File: src/sv/fndl_pkg.sv
`timescale 1ns / 1ps
// shared types, defaults and operation codes for the file-name directory lookup
// no dependencies

package fndl_pkg;

    // default sizes of the directory
    localparam int SLOT_COUNT_DEF       = 64;
    localparam int NAME_BYTES_DEF       = 6;
    localparam int SECTORS_PER_FILE_DEF = 128;

    // configuration register width
    localparam int SECTOR_W = 32;

    // operation codes
    localparam logic [1:0] OP_LOOKUP = 2'd0;
    localparam logic [1:0] OP_CREATE = 2'd1;
    localparam logic [1:0] OP_CLEAR  = 2'd2;

    // controller states
    typedef enum logic [2:0] {
        ST_IDLE = 3'b001,
        ST_SCAN = 3'b010,
        ST_HOLD = 3'b100
    } t_state;

    // control shared by every slot cell
    typedef struct packed {
        logic shift;
        logic clear;
    } t_cell_ctrl;

endpackage

File: src/sv/fndl_cell.sv
`timescale 1ns / 1ps
// one directory slot in the rotating ring of slot cells
// depends on fndl_pkg (t_cell_ctrl)

module fndl_cell #(
    parameter int NAME_W = 48
) (
    input  logic                  i_clk,
    input  logic                  i_rst_n,
    input  fndl_pkg::t_cell_ctrl  i_ctrl,
    input  logic [NAME_W-1:0]     i_d,
    output logic [NAME_W-1:0]     o_q
);

    logic [NAME_W-1:0] r_slot;

    // slot register: cleared by reset or clear, loaded from neighbor on shift
    always_ff @(posedge i_clk) begin
        if (!i_rst_n || i_ctrl.clear) begin
            r_slot <= '0;
        end else if (i_ctrl.shift) begin
            r_slot <= i_d;
        end
    end

    assign o_q = r_slot;

endmodule

File: config.mk
export PLATFORM = sky130hd
export DESIGN_NAME = fndl_cell
export DESIGN_NICKNAME = d
export VERILOG_FILES = /design/src/sv/fndl_pkg.sv /design/src/sv/fndl_cell.sv
export SDC_FILE = /design/constraint.sdc
export NUM_CORES = 1
export LEC_CHECK = 0
export BUFFER_PORTS_ARGS = -buffer_cell sky130_fd_sc_hd__buf_4
export CORE_MARGIN = 2
export CORE_UTILIZATION = 43
export CTS_CLUSTER_DIAMETER = 50
export DETAILED_ROUTE_END_ITERATION = 10
export GPL_ROUTABILITY_DRIVEN = 0
export HOLD_SLACK_MARGIN = 0.03
export PLACE_DENSITY = 0.79
export SYNTH_ARGS = -nofsm -noshare
export SYNTH_HDL_FRONTEND = slang
export SYNTH_SLANG_ARGS = --single-unit
File: constraint.sdc
create_clock -name i_clk -period 1.2 [get_ports i_clk]
set_input_delay 0.24 -clock i_clk [delete_from_list [all_inputs] [get_ports i_clk]]
set_output_delay 0.24 -clock i_clk [all_outputs]
set_load 0.005 [all_outputs]
==> flow_metrics.py <==
metrics = {
    "clock_tree": {
        "cts_setup_buffers": 0,
        "clk-insertion-delay-late_ns": 0.29,
        "clkTransAtPathRegs_ns": 0.09,
        "numCtsBuffers": 5,
        "holdBufCountCts": 0,
        "cts_max_level": 2,
        "ctsResizeCount": 0,
        "clockRootBuffer": "clkbuf_8",
        "cts_sinks": 48,
        "cts_tree": "built",
        "clockBufferDepth": 2,
    },
    "global_routing": {
        "grt_util_all_layers_pct": 16.7,
        "antenna_found_initial": 0,
        "grt_overflow": 0,
        "grt_pass1_wl_mm": 5.78,
        "grt_max_degree": 41,
        "grt_pass1_vias": 1318,
    },
    "power": {
        "p_switching_mw": 0.683,
        "p_leak_nw": 1.35,
        "power_frac_clock_pct": 38.6,
        "p_int_mw": 2.73,
        "pwr-share-seq_pct": 48.9,
        "total_power_mw": 3.42,
        "p_sw_share_pct": 20.0,
        "ir_drop_mv": 0.880,
        "combPwrFrac_pct": 12.5,
        "cellPowerDensity_nw_per_um2": 1290,
    },
    "worst_hold_path": {
        "min_path_type": "in -> reg",
    },
    "sta": {
        "skew_ns": 0,
        "fin_crit_sh_pct": 83.4,
        "report.final.slew_viol_count": 0,
        "slew_headroom_pct": 89.6,
        "max_freq_mhz": 999,
        "period_minus_slack_ns": 1.00,
        "grt_setup_unrepaired": "no",
        "hold_viol_final": 0,
        "worstMarginPinSlew_ns": 0.152,
        "fin_ws_ns": 0.199,
        "fin_hold_ws_ns": 0.173,
        "fin_setup_tns_ns": 0,
        "setup_viol": 0,
    },
    "floorplanning": {
        "rows": 23,
        "core-area_sq_um": 3940,
        "io_pins": 100,
        "die_height_um": 67.6,
        "dieArea_sq_um": 4560,
        "initial_core_util_pct": 44.0,
        "die_w_um": 67.6,
    },
    "finish": {
        "area_growth_pct": 52.6,
        "seqCellArea_sq_um": 961,
        "fill_cells": 334,
        "largest_register_ffs": 48,
        "multi_input_area_sq_um": 667,
        "fin_nets": 308,
        "drive_gt1_share_pct": 43.4,
        "n_antenna_cell": 0,
        "fin_cells": 306,
        "stdcell_area_sq_um": 2650,
        "final_util_pct": 67.2,
    },
    "worst_setup_path": {
        "cp_top_family": "flip-flops",
        "cp_slowest_stage_delay_ns": 0.35,
        "critPathCaptureType": "output pin",
        "crit_slowest_cell": "dfxtp_1",
        "path_buf_inv": 1,
        "crit_arrival_ns": 0.76,
        "crit_fanout": 2,
        "cp.required_ns": 0.96,
        "path_cells": "buf_4",
        "path_class": "reg -> out",
        "cp-start-kind": "flop",
    },
    "placement": {
        "place_area_sq_um": 2520,
        "dp.cells": 299,
        "dp_hpwl_mm": 2.86,
        "portBuffers": 99,
        "preCtsSetupSlack_ns": 0.234,
    },
    "logic_synthesis": {
        "ys_warn_count": 0,
        "synthesis.nets": 208,
        "synthMuxAreaShare_pct": 27.7,
        "ys_seq_area_share_pct": 55.3,
        "syn_inst": 156,
        "synth_top_family_by_area": "multiplexers",
        "ys_seq_elements": 48,
        "synth_compound_area_share_pct": 0,
        "synth.cell_area_sq_um": 1740,
        "synth.avg_cell_area_sq_um": 11.1,
        "yosys.area_share.adder_pct": 0,
        "yosys.area_share.simple_pct": 10.7,
        "synth_xor_area_share_pct": 0,
        "synth_cell_type_count": 9,
    },
    "route": {
        "wl_per_cell_um": 12.6,
        "vias_per_cell": 4.53,
        "drc": 0,
        "drt_iter0_drc": 80,
        "drt_wl_total_mm": 3.86,
        "drt.antenna.violating_nets": 0,
        "vias": 1387,
        "first_pass_iters": 4,
    },
    "run_status": {
        "status": "complete, no violations",
    },
    "run": {
        "max_cap_viol_count": 0,
    },
}
==> per-layer routing <==
| layer | vias to the layer above | track usage [%] | share of wire [%] |
|---|---|---|---|
| li1 | 708 | - | - |
| met1 | 608 | 20.2 | 44 |
| met2 | 67 | 26.5 | 44 |
| met3 | 4 | 8.17 | 12 |
| met4 | 0 | 4.59 | 0.62 |
| met5 | - | 0 | 0 |
==> logic make-up (layout without fill, tap and decap cells) <==
kind of cell | Yosys count | count (layout)
buf+inv | 11 | 111
flops | 48 | 48
mux | 48 | 48
simple gates | 49 | 49
==> worst paths after layout <==
kind / depth (start not counted) / slack [ns] / end / startpoint
worst max-delay path: 1 / 0.20 / o_q[17] / o_q[17]
worst min-delay path: 3 / 0.17 / o_q[21] / i_d[21]
worst max register to register: 2 / 0.57 / o_q[35] / o_q[35]
worst min register to register: 2 / 0.50 / o_q[1] / o_q[1]
==> synthesized netlist by cell type <==
cell / number / area, sq um
buf_6: 1 / 11.3
buf_2: 3 / 15.0
buf_12: 3 / 60.1
nand2b_1: 1 / 6.26
dfxtp_1: 48 / 961
nor2_1: 48 / 180
clkbuf_1: 2 / 7.51
mux2i_1: 48 / 480
buf_4: 2 / 15.0
==> cell usage in the layout, fill, tap and decap left out, drive strengths merged <==
cell type | netlist | layout
buf | 9 | 104
mux2i | 48 | 48
nor2 | 48 | 48
dfxtp | 48 | 48
clkbuf | 2 | 5
bufinv | 0 | 2
nand2b | 1 | 1
==> final cells by class <==
type                       instances  share of cell area (%)
timing repair buffer             104                    31.4
clock inverter                     2                    2.27
multi-input combinational         97                    25.2
tap                               50                    2.36
sequential                        48                    36.3
clock buffer                       5                    2.60
==> power by group through the flow <==
| stage | Combinational (mW) | Sequential [mW] | Clock [mW] |
|---|---|---|---|
| floorplan | 0.194 | 1.71 | 0 |
| global placement | 0.423 | 1.71 | 0 |
| detailed placement | 0.431 | 1.71 | 0 |
| CTS | 0.432 | 1.67 | 1.35 |
| global route | 0.463 | 1.68 | 1.43 |
| finish | 0.426 | 1.67 | 1.32 |
(Power assumes the default switching activity.)
