**src/sv/fndl_match.sv**
```systemverilog
`timescale 1ns / 1ps
// name compare at the head of the ring: bytewise up to the first zero byte
// no dependencies

module fndl_match #(
    parameter int NAME_BYTES = 6
) (
    input  logic [8*NAME_BYTES-1:0] i_slot,
    input  logic [8*NAME_BYTES-1:0] i_req,
    output logic                    o_match,
    output logic                    o_empty
);

    // walk the bytes until a mismatch or the terminator
    always_comb begin
        logic stop;
        o_match = 1'b1;
        stop    = 1'b0;
        for (int k = 0; k < NAME_BYTES; k++) begin
            if (!stop) begin
                if (i_slot[8*k +: 8] != i_req[8*k +: 8]) begin
                    o_match = 1'b0;
                    stop    = 1'b1;
                end else if (i_slot[8*k +: 8] == 8'd0) begin
                    stop = 1'b1;
                end
            end
        end
    end

    // a slot is empty when its first byte is zero
    assign o_empty = (i_slot[7:0] == 8'd0);

endmodule

```
**config.mk**
```make
export PLATFORM = sky130hd
export DESIGN_NAME = fndl_match
export DESIGN_NICKNAME = d
export VERILOG_FILES = /design/src/sv/fndl_match.sv
export SDC_FILE = /design/constraint.sdc
export NUM_CORES = 1
export LEC_CHECK = 0
export BUFFER_PORTS_ARGS = -buffer_cell sky130_fd_sc_hd__buf_2
export CORE_MARGIN = 4
export CORE_UTILIZATION = 31
export DETAILED_ROUTE_END_ITERATION = 10
export PLACE_DENSITY_LB_ADDON = 0.08
export SLEW_MARGIN = 20
export SYNTH_ARGS = -nofsm -noshare
export SYNTH_HDL_FRONTEND = slang
export SYNTH_SLANG_ARGS = --single-unit
```
**constraint.sdc**
```tcl
create_clock -name vclk -period 2.1
set_clock_uncertainty 0.1 [all_clocks]
set_input_delay 0.42 -clock vclk [all_inputs]
set_output_delay 0.42 -clock vclk [all_outputs]
set_load 0.005 [all_outputs]
```
==> results of run 1 <==
## layer usage
| metal | wire length (um) | vias to the layer above | track usage |
|---|---|---|---|
| met5 | 0 | - | 0 |
| met4 | 21 | 0 | 0.00830 |
| met3 | 351 | 2 | 0.0249 |
| met2 | 1270 | 58 | 0.298 |
| met1 | 828 | 427 | 0.157 |
| li1 | - | 507 | - |
## Yosys cell counts, drive strengths merged
cell type	n
xor2	32
nor4	17
a32oi	1
a22oi	1
xnor2	16
nand4	7
nor2	3
o211a	1
or4	2
o21ai	1
a211oi	1
## critical path, stage by stage
cell	delay (ns)
buf_6	0.10
xor2_2	0.18
nor4_4	0.31
nand4_1	0.12
o211a_1	0.22
o21ai_1	0.11
buf_2	0.12
## through the flow
step,setup WS (ns),util,power [mW]
after global placement,-0.0575,0.600,0.202
after global routing,-0.115,0.650,0.254
final,-0.0112,0.650,0.230
after CTS,-0.0284,0.616,0.215
after detailed placement,-0.0722,0.600,0.208
after floorplan,0.261,-,0.0851
## cell type report
| type | count | area (um2) | share of cell area |
|---|---|---|---|
| multi-input combinational | 82 | 719 | 0.559 |
| tap | 27 | 33.8 | 0.0262 |
| timing repair buffer | 100 | 534 | 0.415 |
## worst min path at each step
| stage | cells after the start | from | slack [ns] | to |
|---|---|---|---|---|
| 4_1_cts | 4 | i_slot[4] | 1.09 | o_empty |
| 3_5_place_dp | 4 | i_slot[4] | 1.09 | o_empty |
| 5_1_grt | 4 | i_slot[4] | 1.12 | o_empty |
| 3_3_place_gp | 4 | i_slot[4] | 1.09 | o_empty |
| 2_1_floorplan | 2 | i_slot[4] | 0.86 | o_empty |
| 6_report | 4 | i_slot[4] | 1.09 | o_empty |
## power groups by stage
stage                     Combinational, mW  Clock [mW]  Sequential, mW
after floorplan                      0.0851           0               0
after global placement                0.202           0               0
after detailed placement              0.208           0               0
final                                 0.230           0               0
after CTS                             0.215           0               0
after global routing                  0.254           0               0
## kinds of logic (layout without fill, tap and decap cells)
kind of cell | Yosys count | after routing
XOR/XNOR | 48 | 48
AND/OR/NAND/NOR | 29 | 29
AO/OA/AOI/OAI | 5 | 5
buffers and inverters | 0 | 100
## what timing repair did
item | in CTS | in global routing
gates resized for setup | 5 | 11
gates cloned | 0 | 0
endpoints found under the setup margin | 1 | 1
pin swaps | 8 | 7
setup buffers | 1 | 0
==> impl_metrics.json, run 1 <==
{
  "fin_crit_sh": 1.01,
  "synthAdderAreaFrac": 0,
  "antenna-diode-count": 0,
  "grt_overflow": 0,
  "final_cell_mix": "94 x buf_2, 28 x xor2_1, 16 x xnor2_1",
  "grt_pass1_vias": 943,
  "num-clock-buffers": 0,
  "netlist.area_leader.share": 0.427,
  "worst_setup_path_start_kind": "input pin",
  "synth_area_leaders": "xor2_1 43%, xnor2_1 21%, nor4_1 14%, nand4_1 6.7%, nor4_4 3.2%",
  "clock_power_share": 0,
  "globalRouteTotalUtil": 0.145,
  "status": "finished with violations",
  "switching_share": 0.433,
  "grt_pass1_wl_um": 3330,
  "fp.dieH_um": 54.0,
  "fin_nets": 280,
  "synth_xor_area_frac": 0.640,
  "crit_fanout": 2,
  "hold_violations": 0,
  "synth_simple_gate_area_share": 0.301,
  "drive_gt1_frac": 0.593,
  "synthesis.area_um2": 657,
  "finalSetupTns_ns": -0.0112,
  "final_cell_area_mm2": 0.00129,
  "num_vias": 994,
  "ys_seq_area_frac": 0,
  "dieArea_mm2": 0.00292,
  "fin_hold_ws_ns": 1.09,
  "timing.fmax_ghz": 0.474,
  "drv_cap": 0,
  "drt_iter0_markers": 9,
  "wirelength_um": 2470,
  "crit_path_end": "o_match",
  "fin_ws_ns": -0.0112,
  "dp.cells": 208,
  "slew_headroom": 0.787,
  "slew_violations": 0,
  "post_drt_wl_per_cell_um": 11.8,
  "path_class": "in2out",
  "dpl_cell_area_mm2": 0.00119,
  "avgSynthCellArea_um2": 8.01,
  "core_area_mm2": 0.00198,
  "synth.largest_area_cell": "xor2_1",
  "drtAntennaViolNets": 0,
  "combPwrFrac": 1.000,
  "dp_hpwl_um": 2220,
  "seq_cell_count": 0,
  "tightestPinTransition_ns": 0.317,
  "rsz0062_at_grt": "true",
  "rows": 16,
  "synth_top_family_by_area": "XOR/XNOR gates",
  "syn_inst": 82,
  "ir_worst_vdd_uv": 119,
  "crit_required_ns": 1.58,
  "power.internal_mw": 0.130,
  "ioPinCount": 98,
  "antenna_found_initial": 0,
  "final_common_cell": "buf_2",
  "area.sequential_um2": 0,
  "start_util": 0.331,
  "seqPwrFrac": 0,
  "yosysWarnings": 0,
  "drt-pass1-iter-count": 4,
  "drc": 0,
  "syn_nets": 178,
  "area_growth_pct": 96.0,
  "die_x_um": 54.0,
  "setup_viol": 1,
  "grt_max_degree": 4,
  "cp-end-kind": "output pin",
  "holdBufCountCts": 0,
  "hp-class": "in2out",
  "synthMuxAreaShare": 0,
  "startpoint": "i_slot[31]",
  "synth_cell_types": 13,
  "gp_congestion": 0.721,
  "finalCriticalPeriod_ns": 2.11,
  "via_per_inst": 4.76,
  "static-leakage-power_nw": 0.618,
  "synth_compound_area_frac": 0.0590,
  "fill_cells": 162,
  "io_buffers": 98,
  "p_switching_mw": 0.0998,
  "crit_arrival_ns": 1.59,
  "power.density_mw_per_mm2": 179,
  "fin_cells": 209,
  "violations": "negative setup slack"
}
Power figures use the tool's default switching activity.
==> run 2: changes to the inputs <==
--- a/config.mk
+++ b/config.mk
@@ -6,9 +6,11 @@
 export NUM_CORES = 1
 export LEC_CHECK = 0
 export BUFFER_PORTS_ARGS = -buffer_cell sky130_fd_sc_hd__buf_2
-export CORE_MARGIN = 4
+export CAP_MARGIN = 20
+export CORE_MARGIN = 5
 export CORE_UTILIZATION = 31
 export DETAILED_ROUTE_END_ITERATION = 10
+export MAX_ROUTING_LAYER = met4
 export PLACE_DENSITY_LB_ADDON = 0.08
 export SLEW_MARGIN = 20
 export SYNTH_ARGS = -nofsm -noshare
==> impl_metrics.json, run 2 (synthesis results as in run 1) <==
{
  "wl_met3_um": 274,
  "core_area_mm2": 0.00198,
  "crit_required_ns": 1.58,
  "post_drt_wl_per_cell_um": 12.4,
  "dp_hpwl_um": 2410,
  "wirelength_um": 2570,
  "dpl_cell_area_mm2": 0.00118,
  "gp_congestion": 0.854,
  "grt_max_degree": 4,
  "crit_fanout": 2,
  "dieArea_mm2": 0.00314,
  "post-route-util": 0.623,
  "violations": "negative setup slack",
  "tightestPinTransition_ns": 0.328,
  "antenna-diode-count": 0,
  "hold_end": "o_empty",
  "fin_crit_sh": 1.00,
  "hold_depth": 4,
  "fp.dieH_um": 56.0,
  "drive_gt1_frac": 0.578,
  "antenna_found_initial": 0,
  "drt_iter0_markers": 9,
  "worst_setup_path_start_kind": "input pin",
  "grt_pass1_vias": 1047,
  "area_growth_pct": 88.0,
  "final_cell_area_mm2": 0.00123,
  "fill_cells": 190,
  "start_util": 0.331,
  "finalCriticalPeriod_ns": 2.11,
  "critPathSlowestCell": "nor4_4",
  "slew_violations": 0,
  "path_class": "in2out",
  "via_per_inst": 4.75,
  "m1WireLength_um": 954,
  "seq_cell_count": 0,
  "slew_headroom": 0.780,
  "rsz0062_at_grt": "true",
  "num-clock-buffers": 0,
  "ir_worst_vdd_uv": 110,
  "final_common_cell": "buf_2",
  "ioPinCount": 98,
  "area.sequential_um2": 0,
  "grt_pass1_wl_um": 4020,
  "die_x_um": 56.0,
  "fin_ws_ns": -0.00659,
  "timing.fmax_ghz": 0.475,
  "fin_cells": 207,
  "status": "finished with violations",
  "fin_nets": 278,
  "power.density_mw_per_mm2": 177,
  "final_cell_mix": "96 x buf_2, 31 x xor2_1, 16 x xnor2_1",
  "grt_overflow": 0,
  "worstHoldStart": "i_slot[4]",
  "hold_violations": 0,
  "multiInputGateArea_um2": 694,
  "crit_arrival_ns": 1.59,
  "cp_top_family": "simple AND/OR/NAND/NOR gates",
  "dr.max_layer_used": "met3",
  "cp-end-kind": "output pin",
  "drv_cap": 0,
  "num_vias": 984,
  "drc": 0,
  "drtAntennaViolNets": 0,
  "slowest_delay_ns": 0.30,
  "rows": 16,
  "setup_viol": 1,
  "static-leakage-power_nw": 0.600,
  "dp.cells": 207,
  "cp_num_buf_inv": 2,
  "hp-class": "in2out",
  "globalRouteTotalUtil": 0.151,
  "wl_met2_um": 1340,
  "io_buffers": 98,
  "path_cells": "buf_8, xor2_4, nor4_4, nand4_1, o211a_1, o21ai_1, buf_2",
  "holdBufCountCts": 0,
  "drt-pass1-iter-count": 4
}
run 2: cell count changes in the layout (fill, tap and decap cells not counted), moves of 2 or more:
cell | previous run | this run
buf_2 | 94 | 96
xor2_1 | 28 | 31
buf_6 | 3 | 1
xor2_2 | 3 | 0
buf_4 | 2 | 0
nor4_2 | 2 | 4
run 2: tightest hold or removal path, stage by stage:
cell,delay (ns)
buf_2,0.09
or4_1,0.10
nor2_1,0.05
buf_2,0.12
run 2: how the worst max path moves through the flow:
stage | startpoint | end | slack, ns | cells after the start
floorplan | i_req[29] | o_match | 0.26 | 5
global placement | i_req[45] | o_match | -0.04 | 7
detailed placement | i_req[45] | o_match | -0.03 | 7
CTS | i_req[45] | o_match | -0.04 | 7
global route | i_slot[28] | o_match | -0.10 | 7
finish | i_slot[28] | o_match | -0.007 | 7
run 2: where the power goes:
part	switching, mW	total [mW]	internal [mW]
Clock	0	0	0
Combinational	0.0954	0.219	0.124
Sequential	0	0	0
run 2: what timing repair did:
action / 4_1_cts / 5_1_grt
buffers inserted: 0 / 0
endpoints found under the setup margin: 1 / 1
resized for setup: 0 / 10
cloned: 0 / 0
pin swaps: 1 / 6
run 2: per-stage QoR:
| stage | total power [mW] | setup TNS, ns | setup WS (ns) | hold slack (ns) |
|---|---|---|---|---|
| 3_5_place_dp | 0.207 | -0.0322 | -0.0322 | 1.10 |
| 5_1_grt | 0.242 | -0.102 | -0.102 | 1.12 |
| 4_1_cts | 0.208 | -0.0353 | -0.0353 | 1.11 |
| 3_3_place_gp | 0.201 | -0.0419 | -0.0419 | 1.09 |
| 6_report | 0.219 | -0.00659 | -0.00659 | 1.11 |
| 2_1_floorplan | 0.0851 | 0 | 0.261 | 0.860 |
run 2: per-layer routing:
layer / vias up / global-route usage
li1: 504 / -
met1: 422 / 0.173
met2: 58 / 0.290
met3: 0 / 0.0255
met4: 0 / 0
met5: - / -
run 2: final cells by class:
class	count	area share
multi-input cells	82	0.562
well taps	27	0.0274
repair buffers	98	0.410
==> run 3: changes to the inputs <==
--- a/config.mk
+++ b/config.mk
@@ -11,7 +11,7 @@
 export CORE_UTILIZATION = 31
 export DETAILED_ROUTE_END_ITERATION = 10
 export MAX_ROUTING_LAYER = met4
-export PLACE_DENSITY_LB_ADDON = 0.08
+export PLACE_DENSITY = 0.95
 export SLEW_MARGIN = 20
 export SYNTH_ARGS = -nofsm -noshare
 export SYNTH_HDL_FRONTEND = slang
==> impl_metrics.json, run 3 (synthesis results as in run 1) <==
{
  "status": "finished with violations",
  "violations": "negative setup slack",
  "globalRouteTotalUtil": 0.162,
  "timing.fmax_ghz": 0.464,
  "crit_fanout": 2,
  "power.internal_mw": 0.121,
  "grt_overflow": 0,
  "grt_pass1_wl_um": 4260,
  "via_per_inst": 4.79,
  "num-clock-buffers": 0,
  "fin_nets": 278,
  "finalCriticalPeriod_ns": 2.16,
  "start_util": 0.331,
  "post_drt_wl_per_cell_um": 12.4,
  "path_class": "in2out",
  "hold_violations": 0,
  "num_vias": 991,
  "final_cell_mix": "96 x buf_2, 31 x xor2_1, 16 x xnor2_1",
  "hp-class": "in2out",
  "fin_crit_sh": 1.03,
  "cp-end-kind": "output pin",
  "drive_gt1_frac": 0.567,
  "p_switching_mw": 0.0914,
  "crit_arrival_ns": 1.64,
  "ioPinCount": 98,
  "finalSetupTns_ns": -0.0562,
  "seq_cell_count": 0,
  "combPwrFrac": 1.000,
  "grt_max_degree": 4,
  "holdBufCountCts": 0,
  "core_area_mm2": 0.00198,
  "crit_required_ns": 1.58,
  "setup_viol": 1,
  "dp_hpwl_um": 2470,
  "tightestPinTransition_ns": 0.320,
  "static-leakage-power_nw": 0.597,
  "slew_headroom": 0.785,
  "power.density_mw_per_mm2": 176,
  "final_common_cell": "buf_2",
  "grt_pass1_vias": 1093,
  "final_cell_area_mm2": 0.00121,
  "wirelength_um": 2560,
  "fill_cells": 198,
  "rsz0062_at_grt": "true",
  "antenna_found_initial": 0,
  "fin_ws_ns": -0.0562,
  "fp.dieH_um": 56.0,
  "die_x_um": 56.0,
  "dpl_cell_area_mm2": 0.00118,
  "multiInputGateArea_um2": 671,
  "area.sequential_um2": 0,
  "area_growth_pct": 84.4,
  "slew_violations": 0,
  "antenna-diode-count": 0,
  "gp_congestion": 0.885,
  "drc": 0,
  "io_buffers": 98,
  "worst_setup_path_start_kind": "input pin",
  "dieArea_mm2": 0.00314,
  "drt-pass1-iter-count": 4,
  "seqPwrFrac": 0,
  "ir_worst_vdd_uv": 99.3,
  "switching_share": 0.430,
  "rows": 16,
  "drtAntennaViolNets": 0,
  "drv_cap": 0,
  "drt_iter0_markers": 10,
  "clock_power_share": 0
}
## run 3: worst max-delay path, stage by stage
cell     delay (ns)
buf_8          0.10
xor2_2         0.17
nor4_2         0.34
nand4_1        0.13
o211a_1        0.25
o21ai_1        0.11
buf_2          0.13
## run 3: worst paths after layout
kind                  depth (start not counted)       to       start
worst max-delay path                          7  o_match  i_slot[25]
worst min-delay path                          4  o_empty   i_slot[3]
## run 3: cell type report
| cell class | instances | area share |
|---|---|---|
| well taps | 27 | 0.0279 |
| repair buffers | 98 | 0.418 |
| multi-input cells | 82 | 0.554 |
## run 3: timing repair
action / 4_1_cts / 5_1_grt
gates resized for setup: 1 / 5
pin swaps: 0 / 5
setup endpoints to repair: 1 / 1
setup buffers: 0 / 0
## run 3: metal layers
layer / part of all wire / GRT usage / vias up
met1: 0.34 / 0.169 / 433
met5: 0 / - / -
li1: - / - / 507
met3: 0.099 / 0.0232 / 0
met4: 0 / 0 / 0
met2: 0.56 / 0.334 / 51
## run 3: power by group through the flow
stage	sequential (mW)	combinational (mW)	clock (mW)
2_1_floorplan	0	0.0851	0
3_3_place_gp	0	0.203	0
3_5_place_dp	0	0.208	0
4_1_cts	0	0.210	0
5_1_grt	0	0.236	0
6_report	0	0.213	0
## run 3: per-stage QoR
| step | hold slack, ns | instances | utilization | setup WS (ns) | power [mW] |
|---|---|---|---|---|---|
| 6_report | 1.09 | 207 | 0.611 | -0.0562 | 0.213 |
| 5_1_grt | 1.11 | 207 | 0.611 | -0.147 | 0.236 |
| 4_1_cts | 1.09 | 207 | 0.599 | -0.0666 | 0.210 |
| 3_5_place_dp | 1.09 | 207 | 0.596 | -0.0681 | 0.208 |
| 3_3_place_gp | 1.09 | 207 | 0.596 | -0.0313 | 0.203 |
| 2_1_floorplan | 0.860 | 82 | - | 0.261 | 0.0851 |
